**src/rtl/core/rdbb_pkg.sv**
```systemverilog
package rdbb_pkg;

    localparam int unsigned CFG_W       = 13;
    localparam int unsigned POS_W       = 12;
    localparam int unsigned MAX_DIM     = 4096;
    localparam int unsigned DISC_RADIUS = 50;
    localparam int unsigned OFS_W       = 6;
    localparam int unsigned SQ_W        = 13;
    localparam int unsigned DIST_W      = 6;
    localparam int unsigned PROD_W      = 14;
    localparam int unsigned RECIP       = 5243;
    localparam int unsigned RECIP_W     = 13;
    localparam int unsigned RECIP_SHIFT = 19;
    localparam int unsigned QUOT_W      = PROD_W + RECIP_W;
    localparam int unsigned LANE_LAT    = 3;

    localparam logic REG_FRAME_WIDTH  = 1'b0;
    localparam logic REG_FRAME_HEIGHT = 1'b1;

    typedef struct packed {
        logic [7:0] red;
        logic [7:0] green;
        logic [7:0] blue;
        logic [7:0] alpha;
    } t_pix;

    typedef struct packed {
        logic near;
        t_pix pix;
    } t_tag;

endpackage

```
**src/rtl/core/rdbb_geom.sv**
```systemverilog
module rdbb_geom
    import rdbb_pkg::*;
(
    input  logic                i_clk,
    input  logic                i_rst_n,
    input  logic                i_valid,
    input  logic [CFG_W-1:0]    i_width,
    input  logic [CFG_W-1:0]    i_height,
    input  logic [POS_W-1:0]    i_column,
    input  logic [POS_W-1:0]    i_row,
    input  t_pix                i_pix,
    output logic                o_valid,
    output t_tag                o_tag,
    output logic [SQ_W-1:0]     o_sum
);

    logic [CFG_W-1:0] w_clamp;
    logic [CFG_W-1:0] h_clamp;
    logic [POS_W-1:0] cx;
    logic [POS_W-1:0] cy;
    logic [POS_W-1:0] adx;
    logic [POS_W-1:0] ady;
    logic             in_frame;
    logic             n_near;

    logic             r_valid1;
    t_tag             r_tag1;
    logic [OFS_W-1:0] r_adx;
    logic [OFS_W-1:0] r_ady;
    logic             r_valid2;
    t_tag             r_tag2;
    logic [SQ_W-1:0]  r_sum;

    always_comb begin
        w_clamp  = (i_width > CFG_W'(MAX_DIM)) ? CFG_W'(MAX_DIM) : i_width;
        h_clamp  = (i_height > CFG_W'(MAX_DIM)) ? CFG_W'(MAX_DIM) : i_height;
        cx       = w_clamp[CFG_W-1:1];
        cy       = h_clamp[CFG_W-1:1];
        adx      = (i_column >= cx) ? (i_column - cx) : (cx - i_column);
        ady      = (i_row >= cy) ? (i_row - cy) : (cy - i_row);
        in_frame = ({1'b0, i_column} < w_clamp) && ({1'b0, i_row} < h_clamp);
        n_near   = in_frame && (adx < POS_W'(DISC_RADIUS)) && (ady < POS_W'(DISC_RADIUS));
    end

    always_ff @(posedge i_clk) begin
        if (!i_rst_n) begin
            r_valid1 <= 1'b0;
            r_valid2 <= 1'b0;
        end else begin
            r_valid1 <= i_valid;
            r_valid2 <= r_valid1;
        end
    end

    always_ff @(posedge i_clk) begin
        r_tag1.near <= n_near;
        r_tag1.pix  <= i_pix;
        r_adx       <= adx[OFS_W-1:0];
        r_ady       <= ady[OFS_W-1:0];
        r_tag2      <= r_tag1;
        r_sum       <= SQ_W'(r_adx * r_adx) + SQ_W'(r_ady * r_ady);
    end

    assign o_valid = r_valid2;
    assign o_tag   = r_tag2;
    assign o_sum   = r_sum;

endmodule

```
**src/rtl/core/rdbb_root.sv**
```systemverilog
module rdbb_root
    import rdbb_pkg::*;
(
    input  logic                i_clk,
    input  logic                i_rst_n,
    input  logic                i_valid,
    input  t_tag                i_tag,
    input  logic [SQ_W-1:0]     i_sum,
    output logic                o_valid,
    output t_tag                o_tag,
    output logic [DIST_W-1:0]   o_dist
);

    // one result bit per stage: largest d with d*(d-1) < sum
    logic              r_valid [DIST_W+1];
    t_tag              r_tag   [DIST_W+1];
    logic [SQ_W-1:0]   r_sum   [DIST_W+1];
    logic [DIST_W-1:0] r_dist  [DIST_W+1];

    always_comb begin
        r_valid[0] = i_valid;
        r_tag[0]   = i_tag;
        r_sum[0]   = i_sum;
        r_dist[0]  = '0;
    end

    for (genvar g = 0; g < DIST_W; g++) begin : g_step
        logic [DIST_W-1:0]   trial;
        logic [2*DIST_W-1:0] prod;

        always_comb begin
            trial = r_dist[g] | (DIST_W'(1) << (DIST_W - 1 - g));
            prod  = trial * (trial - DIST_W'(1));
        end

        always_ff @(posedge i_clk) begin
            if (!i_rst_n) begin
                r_valid[g+1] <= 1'b0;
            end else begin
                r_valid[g+1] <= r_valid[g];
            end
        end

        always_ff @(posedge i_clk) begin
            r_tag[g+1]  <= r_tag[g];
            r_sum[g+1]  <= r_sum[g];
            r_dist[g+1] <= (SQ_W'(prod) < r_sum[g]) ? trial : r_dist[g];
        end
    end

    assign o_valid = r_valid[DIST_W];
    assign o_tag   = r_tag[DIST_W];
    assign o_dist  = r_dist[DIST_W];

endmodule

```
**src/rtl/core/rdbb_lane.sv**
```systemverilog
module rdbb_lane
    import rdbb_pkg::*;
(
    input  logic                i_clk,
    input  logic [7:0]          i_colour,
    input  logic [DIST_W-1:0]   i_gain,
    input  logic                i_boost,
    output logic [7:0]          o_colour
);

    logic [PROD_W-1:0]  r_prod;
    logic [7:0]         r_c1;
    logic               r_en1;
    logic [QUOT_W-1:0]  r_quot;
    logic [7:0]         r_c2;
    logic               r_en2;
    logic [7:0]         r_out;
    logic [8:0]         sum;

    // floor(p / 100) through a scaled reciprocal
    always_comb begin
        sum = {1'b0, r_c2} + 9'(r_quot >> RECIP_SHIFT);
    end

    always_ff @(posedge i_clk) begin
        r_prod <= PROD_W'(i_colour * i_gain);
        r_c1   <= i_colour;
        r_en1  <= i_boost;
        r_quot <= QUOT_W'(r_prod * RECIP_W'(RECIP));
        r_c2   <= r_c1;
        r_en2  <= r_en1;
        if (!r_en2) begin
            r_out <= r_c2;
        end else if (sum[8]) begin
            r_out <= 8'hFF;
        end else begin
            r_out <= sum[7:0];
        end
    end

    assign o_colour = r_out;

endmodule

```
**src/rtl/core/radial_disc_brightness_boost.sv**
```systemverilog
// channel   direction  transaction when              payload
// config    in         i_cfg_we high                 i_cfg_idx, i_cfg_data
// pixel     in         start high and busy low       i_column, i_row, i_*_in
// result    out        o_valid high (one cycle)      o_*_out, o_inside_disc
//
// one pixel per clock, each result leaving through the stages below; busy stays low
// the stages are the centre offset and square, a six-stage rounded root search,
// the colour lanes and the output register
// synchronous active-low reset clears the pipeline valid bits and sets the
// frame size to 640 x 480; the receiver cannot stall, so nothing back-pressures
module radial_disc_brightness_boost
    import rdbb_pkg::*;
(
    input  logic              i_clk,
    input  logic              i_rst_n,
    input  logic              i_cfg_we,
    input  logic [1:0]        i_cfg_idx,
    input  logic [CFG_W-1:0]  i_cfg_data,
    input  logic              start,
    output logic              busy,
    input  logic [POS_W-1:0]  i_column,
    input  logic [POS_W-1:0]  i_row,
    input  logic [7:0]        i_red_in,
    input  logic [7:0]        i_green_in,
    input  logic [7:0]        i_blue_in,
    input  logic [7:0]        i_alpha_in,
    output logic              o_valid,
    output logic [7:0]        o_red_out,
    output logic [7:0]        o_green_out,
    output logic [7:0]        o_blue_out,
    output logic [7:0]        o_alpha_out,
    output logic              o_inside_disc
);

    logic [CFG_W-1:0]  r_frame_width;
    logic [CFG_W-1:0]  r_frame_height;

    t_pix              in_pix;
    logic              geo_valid;
    t_tag              geo_tag;
    logic [SQ_W-1:0]   geo_sum;
    logic              root_valid;
    t_tag              root_tag;
    logic [DIST_W-1:0] root_dist;
    logic              boost_en;
    logic [DIST_W-1:0] gain;
    logic [7:0]        lane_red;
    logic [7:0]        lane_green;
    logic [7:0]        lane_blue;

    logic              r_dvalid  [LANE_LAT];
    logic              r_dinside [LANE_LAT];
    logic [7:0]        r_dalpha  [LANE_LAT];

    logic              r_valid;
    logic [7:0]        r_red;
    logic [7:0]        r_green;
    logic [7:0]        r_blue;
    logic [7:0]        r_alpha;
    logic              r_inside;

    assign busy = 1'b0;

    always_ff @(posedge i_clk) begin
        if (!i_rst_n) begin
            r_frame_width  <= CFG_W'(640);
            r_frame_height <= CFG_W'(480);
        end else if (i_cfg_we && (i_cfg_idx[1] == 1'b0)) begin
            unique case (i_cfg_idx[0])
                REG_FRAME_WIDTH:  r_frame_width  <= i_cfg_data;
                REG_FRAME_HEIGHT: r_frame_height <= i_cfg_data;
                default:          r_frame_width  <= r_frame_width;
            endcase
        end
    end

    assign in_pix = '{red: i_red_in, green: i_green_in, blue: i_blue_in, alpha: i_alpha_in};

    rdbb_geom u_geom (
        .i_clk    (i_clk),
        .i_rst_n  (i_rst_n),
        .i_valid  (start && !busy),
        .i_width  (r_frame_width),
        .i_height (r_frame_height),
        .i_column (i_column),
        .i_row    (i_row),
        .i_pix    (in_pix),
        .o_valid  (geo_valid),
        .o_tag    (geo_tag),
        .o_sum    (geo_sum)
    );

    rdbb_root u_root (
        .i_clk   (i_clk),
        .i_rst_n (i_rst_n),
        .i_valid (geo_valid),
        .i_tag   (geo_tag),
        .i_sum   (geo_sum),
        .o_valid (root_valid),
        .o_tag   (root_tag),
        .o_dist  (root_dist)
    );

    assign boost_en = root_tag.near && (root_dist < DIST_W'(DISC_RADIUS));
    assign gain     = DIST_W'(DISC_RADIUS) - root_dist;

    rdbb_lane u_lane_red (
        .i_clk    (i_clk),
        .i_colour (root_tag.pix.red),
        .i_gain   (gain),
        .i_boost  (boost_en),
        .o_colour (lane_red)
    );

    rdbb_lane u_lane_green (
        .i_clk    (i_clk),
        .i_colour (root_tag.pix.green),
        .i_gain   (gain),
        .i_boost  (boost_en),
        .o_colour (lane_green)
    );

    rdbb_lane u_lane_blue (
        .i_clk    (i_clk),
        .i_colour (root_tag.pix.blue),
        .i_gain   (gain),
        .i_boost  (boost_en),
        .o_colour (lane_blue)
    );

    // side band kept level with the lanes
    always_ff @(posedge i_clk) begin
        if (!i_rst_n) begin
            for (int k = 0; k < LANE_LAT; k++) begin
                r_dvalid[k] <= 1'b0;
            end
            r_valid <= 1'b0;
        end else begin
            r_dvalid[0] <= root_valid;
            for (int k = 1; k < LANE_LAT; k++) begin
                r_dvalid[k] <= r_dvalid[k-1];
            end
            r_valid <= r_dvalid[LANE_LAT-1];
        end
    end

    always_ff @(posedge i_clk) begin
        r_dinside[0] <= boost_en;
        r_dalpha[0]  <= root_tag.pix.alpha;
        for (int k = 1; k < LANE_LAT; k++) begin
            r_dinside[k] <= r_dinside[k-1];
            r_dalpha[k]  <= r_dalpha[k-1];
        end
        r_red    <= lane_red;
        r_green  <= lane_green;
        r_blue   <= lane_blue;
        r_alpha  <= r_dalpha[LANE_LAT-1];
        r_inside <= r_dinside[LANE_LAT-1];
    end

    assign o_valid       = r_valid;
    assign o_red_out     = r_red;
    assign o_green_out   = r_green;
    assign o_blue_out    = r_blue;
    assign o_alpha_out   = r_alpha;
    assign o_inside_disc = r_inside;

endmodule
```
**config.mk**
```make
export PLATFORM = sky130hd
export DESIGN_NAME = radial_disc_brightness_boost
export DESIGN_NICKNAME = d
export VERILOG_FILES = /design/src/rtl/core/rdbb_pkg.sv /design/src/rtl/core/rdbb_geom.sv /design/src/rtl/core/rdbb_root.sv /design/src/rtl/core/rdbb_lane.sv /design/src/rtl/core/radial_disc_brightness_boost.sv
export SDC_FILE = /design/constraint.sdc
export NUM_CORES = 2
export LEC_CHECK = 0
export BUFFER_PORTS_ARGS = -buffer_cell sky130_fd_sc_hd__buf_2
export CAP_MARGIN = 5
export CORE_ASPECT_RATIO = 0.7
export CORE_MARGIN = 1
export CORE_UTILIZATION = 64
export CTS_BUF_LIST = sky130_fd_sc_hd__clkbuf_16
export CTS_CLUSTER_DIAMETER = 120
export CTS_CLUSTER_SIZE = 28
export DETAILED_ROUTE_END_ITERATION = 8
export GPL_TIMING_DRIVEN = 0
export PLACE_DENSITY = 0.78
export SLEW_MARGIN = 15
export SYNTH_ARGS = -nofsm -noshare
export SYNTH_HDL_FRONTEND = slang
export SYNTH_SLANG_ARGS = --single-unit
export TNS_END_PERCENT = 20
```
**constraint.sdc**
```tcl
create_clock -name i_clk -period 8.2 [get_ports i_clk]
set_clock_uncertainty 0.2 [all_clocks]
set_input_delay 0.82 -clock i_clk [delete_from_list [all_inputs] [get_ports i_clk]]
set_output_delay 0.82 -clock i_clk [all_outputs]
set_load 0.02 [all_outputs]
```
==> summary.md <==
| Metric | Value |
|---|---|
| Outcome | `finished clean` |
| Final setup viols | `0` |
| Worst Setup Path Type | `flop to flop` |
| Share of the synthesized area in the top cell type | `35.0%` |
| Die H | `198 µm` |
| Final nets | `4342` |
| Count of final hold-check violations | `0` |
| Grt met1 use | `34.0%` |
| Top cells by count, synth | `inv_1, dfxtp_1, ha_1` |
| H-Tree Depth | `1` |
| GRT met3 Usage | `4.58%` |
| Peak Freq | `162 MHz` |
| Port bufs | `107` |
| Clock Tree Buf Depth | `3` |
| Flops & latches, synth | `611` |
| Vias in the first global route | `22900` |
| Total negative setup slack | `0 ns` |
| Total Wirelength | `64300 µm` |
| Synth Instances | `3247` |
| Gr busiest metal | `met2` |
| P&R area growth vs syn | `6.04%` |
| Die Width | `281 µm` |
| Synth warn | `0` |
| GR Util met2 | `39.8%` |
| Site Rows | `71` |
| Worst-path maximum fanout | `10` |
| GR Util All Layers | `24.4%` |
| Clk_lat worst skew | `0.59 ns` |
| CTS tree | `yes` |
| Slew @ Worst Pin | `0.793 ns` |
| Placed insts | `4084` |
| Die Area | `0.0556 mm²` |
| Distinct cell type count after synthesis | `71` |
| Hpwl dp | `53700 µm` |
| Post-Syn Nets | `4208` |
| Core Area | `0.0538 mm²` |
| Area contributors post-synth | `dfxtp_1, ha_1, fa_1, inv_1, and2_1` |
| Layout cell share with drive strength beyond 1 | `5.41%` |
| Tmin final | `6.19 ns` |
| Antenna violations before repair | `13` |
| Fin util | `68.9%` |
| CP Capture Type | `flop` |
| TritonRoute pass-1 iters | `5` |
| Worst Hold Class | `flop to flop` |
| Number of max-cap violations | `0` |
| Count leader, synth | `inv_1` |
| Vias | `21500` |
| WP data arrival | `6.50 ns` |
| Final Max Slew Viols | `0` |
| DR vias/cell | `5.21` |
| Post-DRT Antenna Nets | `0` |
| Root Driver | `clkbuf_16` |
| Resize count post-CTS | `0` |
| Gpl congestion | `0.967` |
| Setup crit start kind | `flop` |
| Total gr overflow | `0` |
| Clock Sinks | `611` |
| Flop-to-flop setup slack | `2.01 ns` |
| Post-synth EDFFs | `0` |
| Relative slew slack | `45.8%` |
| Hold-fix buffers at CTS | `0` |
| Num CTS Buffers | `25` |
| DRC viols | `0` |
| Largest net degree at the start of global routing | `29` |
| Initial core utilization | `64.9%` |
| Cell Area, Synth | `0.0350 mm²` |
| First-pass GRT wire length | `110000 µm` |
| Reg clk slew, reported paths | `0.10 ns` |
| DRT iter0 DRCs | `891` |
| Asr flop ratio synth | `0%` |
| Sequential share of the synthesized area | `35.0%` |
| Req. time, crit path | `8.51 ns` |
| Fillers | `4008` |
| Main flop type after synthesis | `dfxtp_1` |
| Routed len/inst | `15.6 µm` |
| Post-CTS Setup Bufs | `0` |
| Yosys top cell by area | `dfxtp_1` |
| Layout Cells excl Fill | `4120` |
| IO Pins | `110` |
| Min Hold Slack | `0.119 ns` |
| Period Utilization, post-route | `75.5%` |
| Unrepaired setup endpoints after global routing | `no` |
| Avg Cell Area, Syn | `10.8 µm²` |
-- layer usage --
metal  vias up  share of wire (%)
li1      10600                  -
met1     10300                 48
met2       429                 45
met3        97                5.5
met4         8                2.0
met5         -              0.089
-- cell families after synthesis --
kind of cell | count (synthesis) | synth area share [%]
compound gates | 403 | 7.90
other cells | 1 | 0.0107
mux | 20 | 0.662
buf+inv | 699 | 7.58
simple gates | 512 | 7.41
fa+ha+maj | 886 | 38.6
flops | 611 | 35.0
xor+xnor | 115 | 2.88
-- area by class of cell --
class / count / area [µm²] / area share (%)
well taps: 730 / 913 / 2.46
inverters: 664 / 2490 / 6.72
diodes: 8 / 20.0 / 0.0540
multi-input cells: 1937 / 20100 / 54.2
flip-flops and latches: 611 / 12200 / 33.0
plain buffers: 35 / 159 / 0.429
clock buffers: 25 / 626 / 1.69
repair buffers: 107 / 536 / 1.44
clock inverters: 3 / 17.5 / 0.0473
-- layout by cell type, fill, tap and decap left out, types with 8 or more instances in the layout --
master	netlist	routed
a21o_1	46	46
xor2_1	41	41
o21bai_1	29	29
nor3_1	15	15
nand3_1	27	27
a211oi_1	15	15
fa_1	319	319
ha_1	567	567
nand2_1	183	183
a31oi_1	14	14
clkbuf_16	0	25
mux2i_1	13	13
inv_1	664	664
clkbuf_1	27	27
nor2b_1	26	26
dfxtp_1	611	611
o22a_1	24	24
diode_2	0	8
and3_1	9	9
a21boi_0	23	23
nor2_1	57	57
o21ai_0	54	54
buf_2	4	111
o21a_1	21	21
o211ai_1	9	9
and2_1	131	131
a21oi_1	104	104
nand2b_1	17	17
xnor2_1	74	74
-- state kept, by name (all words and copies together) (netlist names), 13 cells and up --
register	cells
u_root.r_tag	165
u_root.r_sum	65
u_geom.o_tag	33
u_geom.r_tag1	33
u_root.o_tag	33
r_dalpha	24
u_root.g_step.trial	15
u_lane_blue.r_prod	14
u_lane_green.r_prod	14
u_lane_red.r_prod	14
r_frame_height	13
r_frame_width	13
u_geom.o_sum	13
-- through the flow --
stage / instance area, µm² / worst slack [ns]
2_1_floorplan: 35000 / 3.09
3_3_place_gp: 36400 / 2.07
3_5_place_dp: 36400 / 2.05
4_1_cts: 37000 / 1.96
5_1_grt: 37100 / 1.60
6_report: 37100 / 2.01
-- path summary, 6_finish.rpt --
path,cells after the start,startpoint,endpoint
max reg2reg,21,u_root.o_dist[0],u_lane_blue.r_prod[13]
min reg2reg,0,r_dalpha[1][4],r_dalpha[2][4]
max,21,u_root.o_dist[0],u_lane_blue.r_prod[13]
min,0,r_dalpha[1][4],r_dalpha[2][4]
-- critical path, stage by stage (launching register included) --
cell and delay (ns):
dfxtp_1 0.71, clkbuf_1 0.52, inv_1 0.10, ha_1 0.45, clkbuf_1 0.47, nand2_1 0.15, fa_1 0.52, inv_1 0.04
ha_1 0.27, inv_1 0.06, fa_1 0.52, inv_1 0.07, fa_1 0.47, a21o_1 0.20, a21oi_1 0.24, o21bai_1 0.09
a21oi_1 0.22, o21bai_1 0.09, a21oi_1 0.25, o21bai_1 0.10, a21oi_1 0.22, xnor2_1 0.15
Power is left out: the tool's default activity adds up to more than one toggle a clock period on the data nets, which glitch-free logic cannot reach.
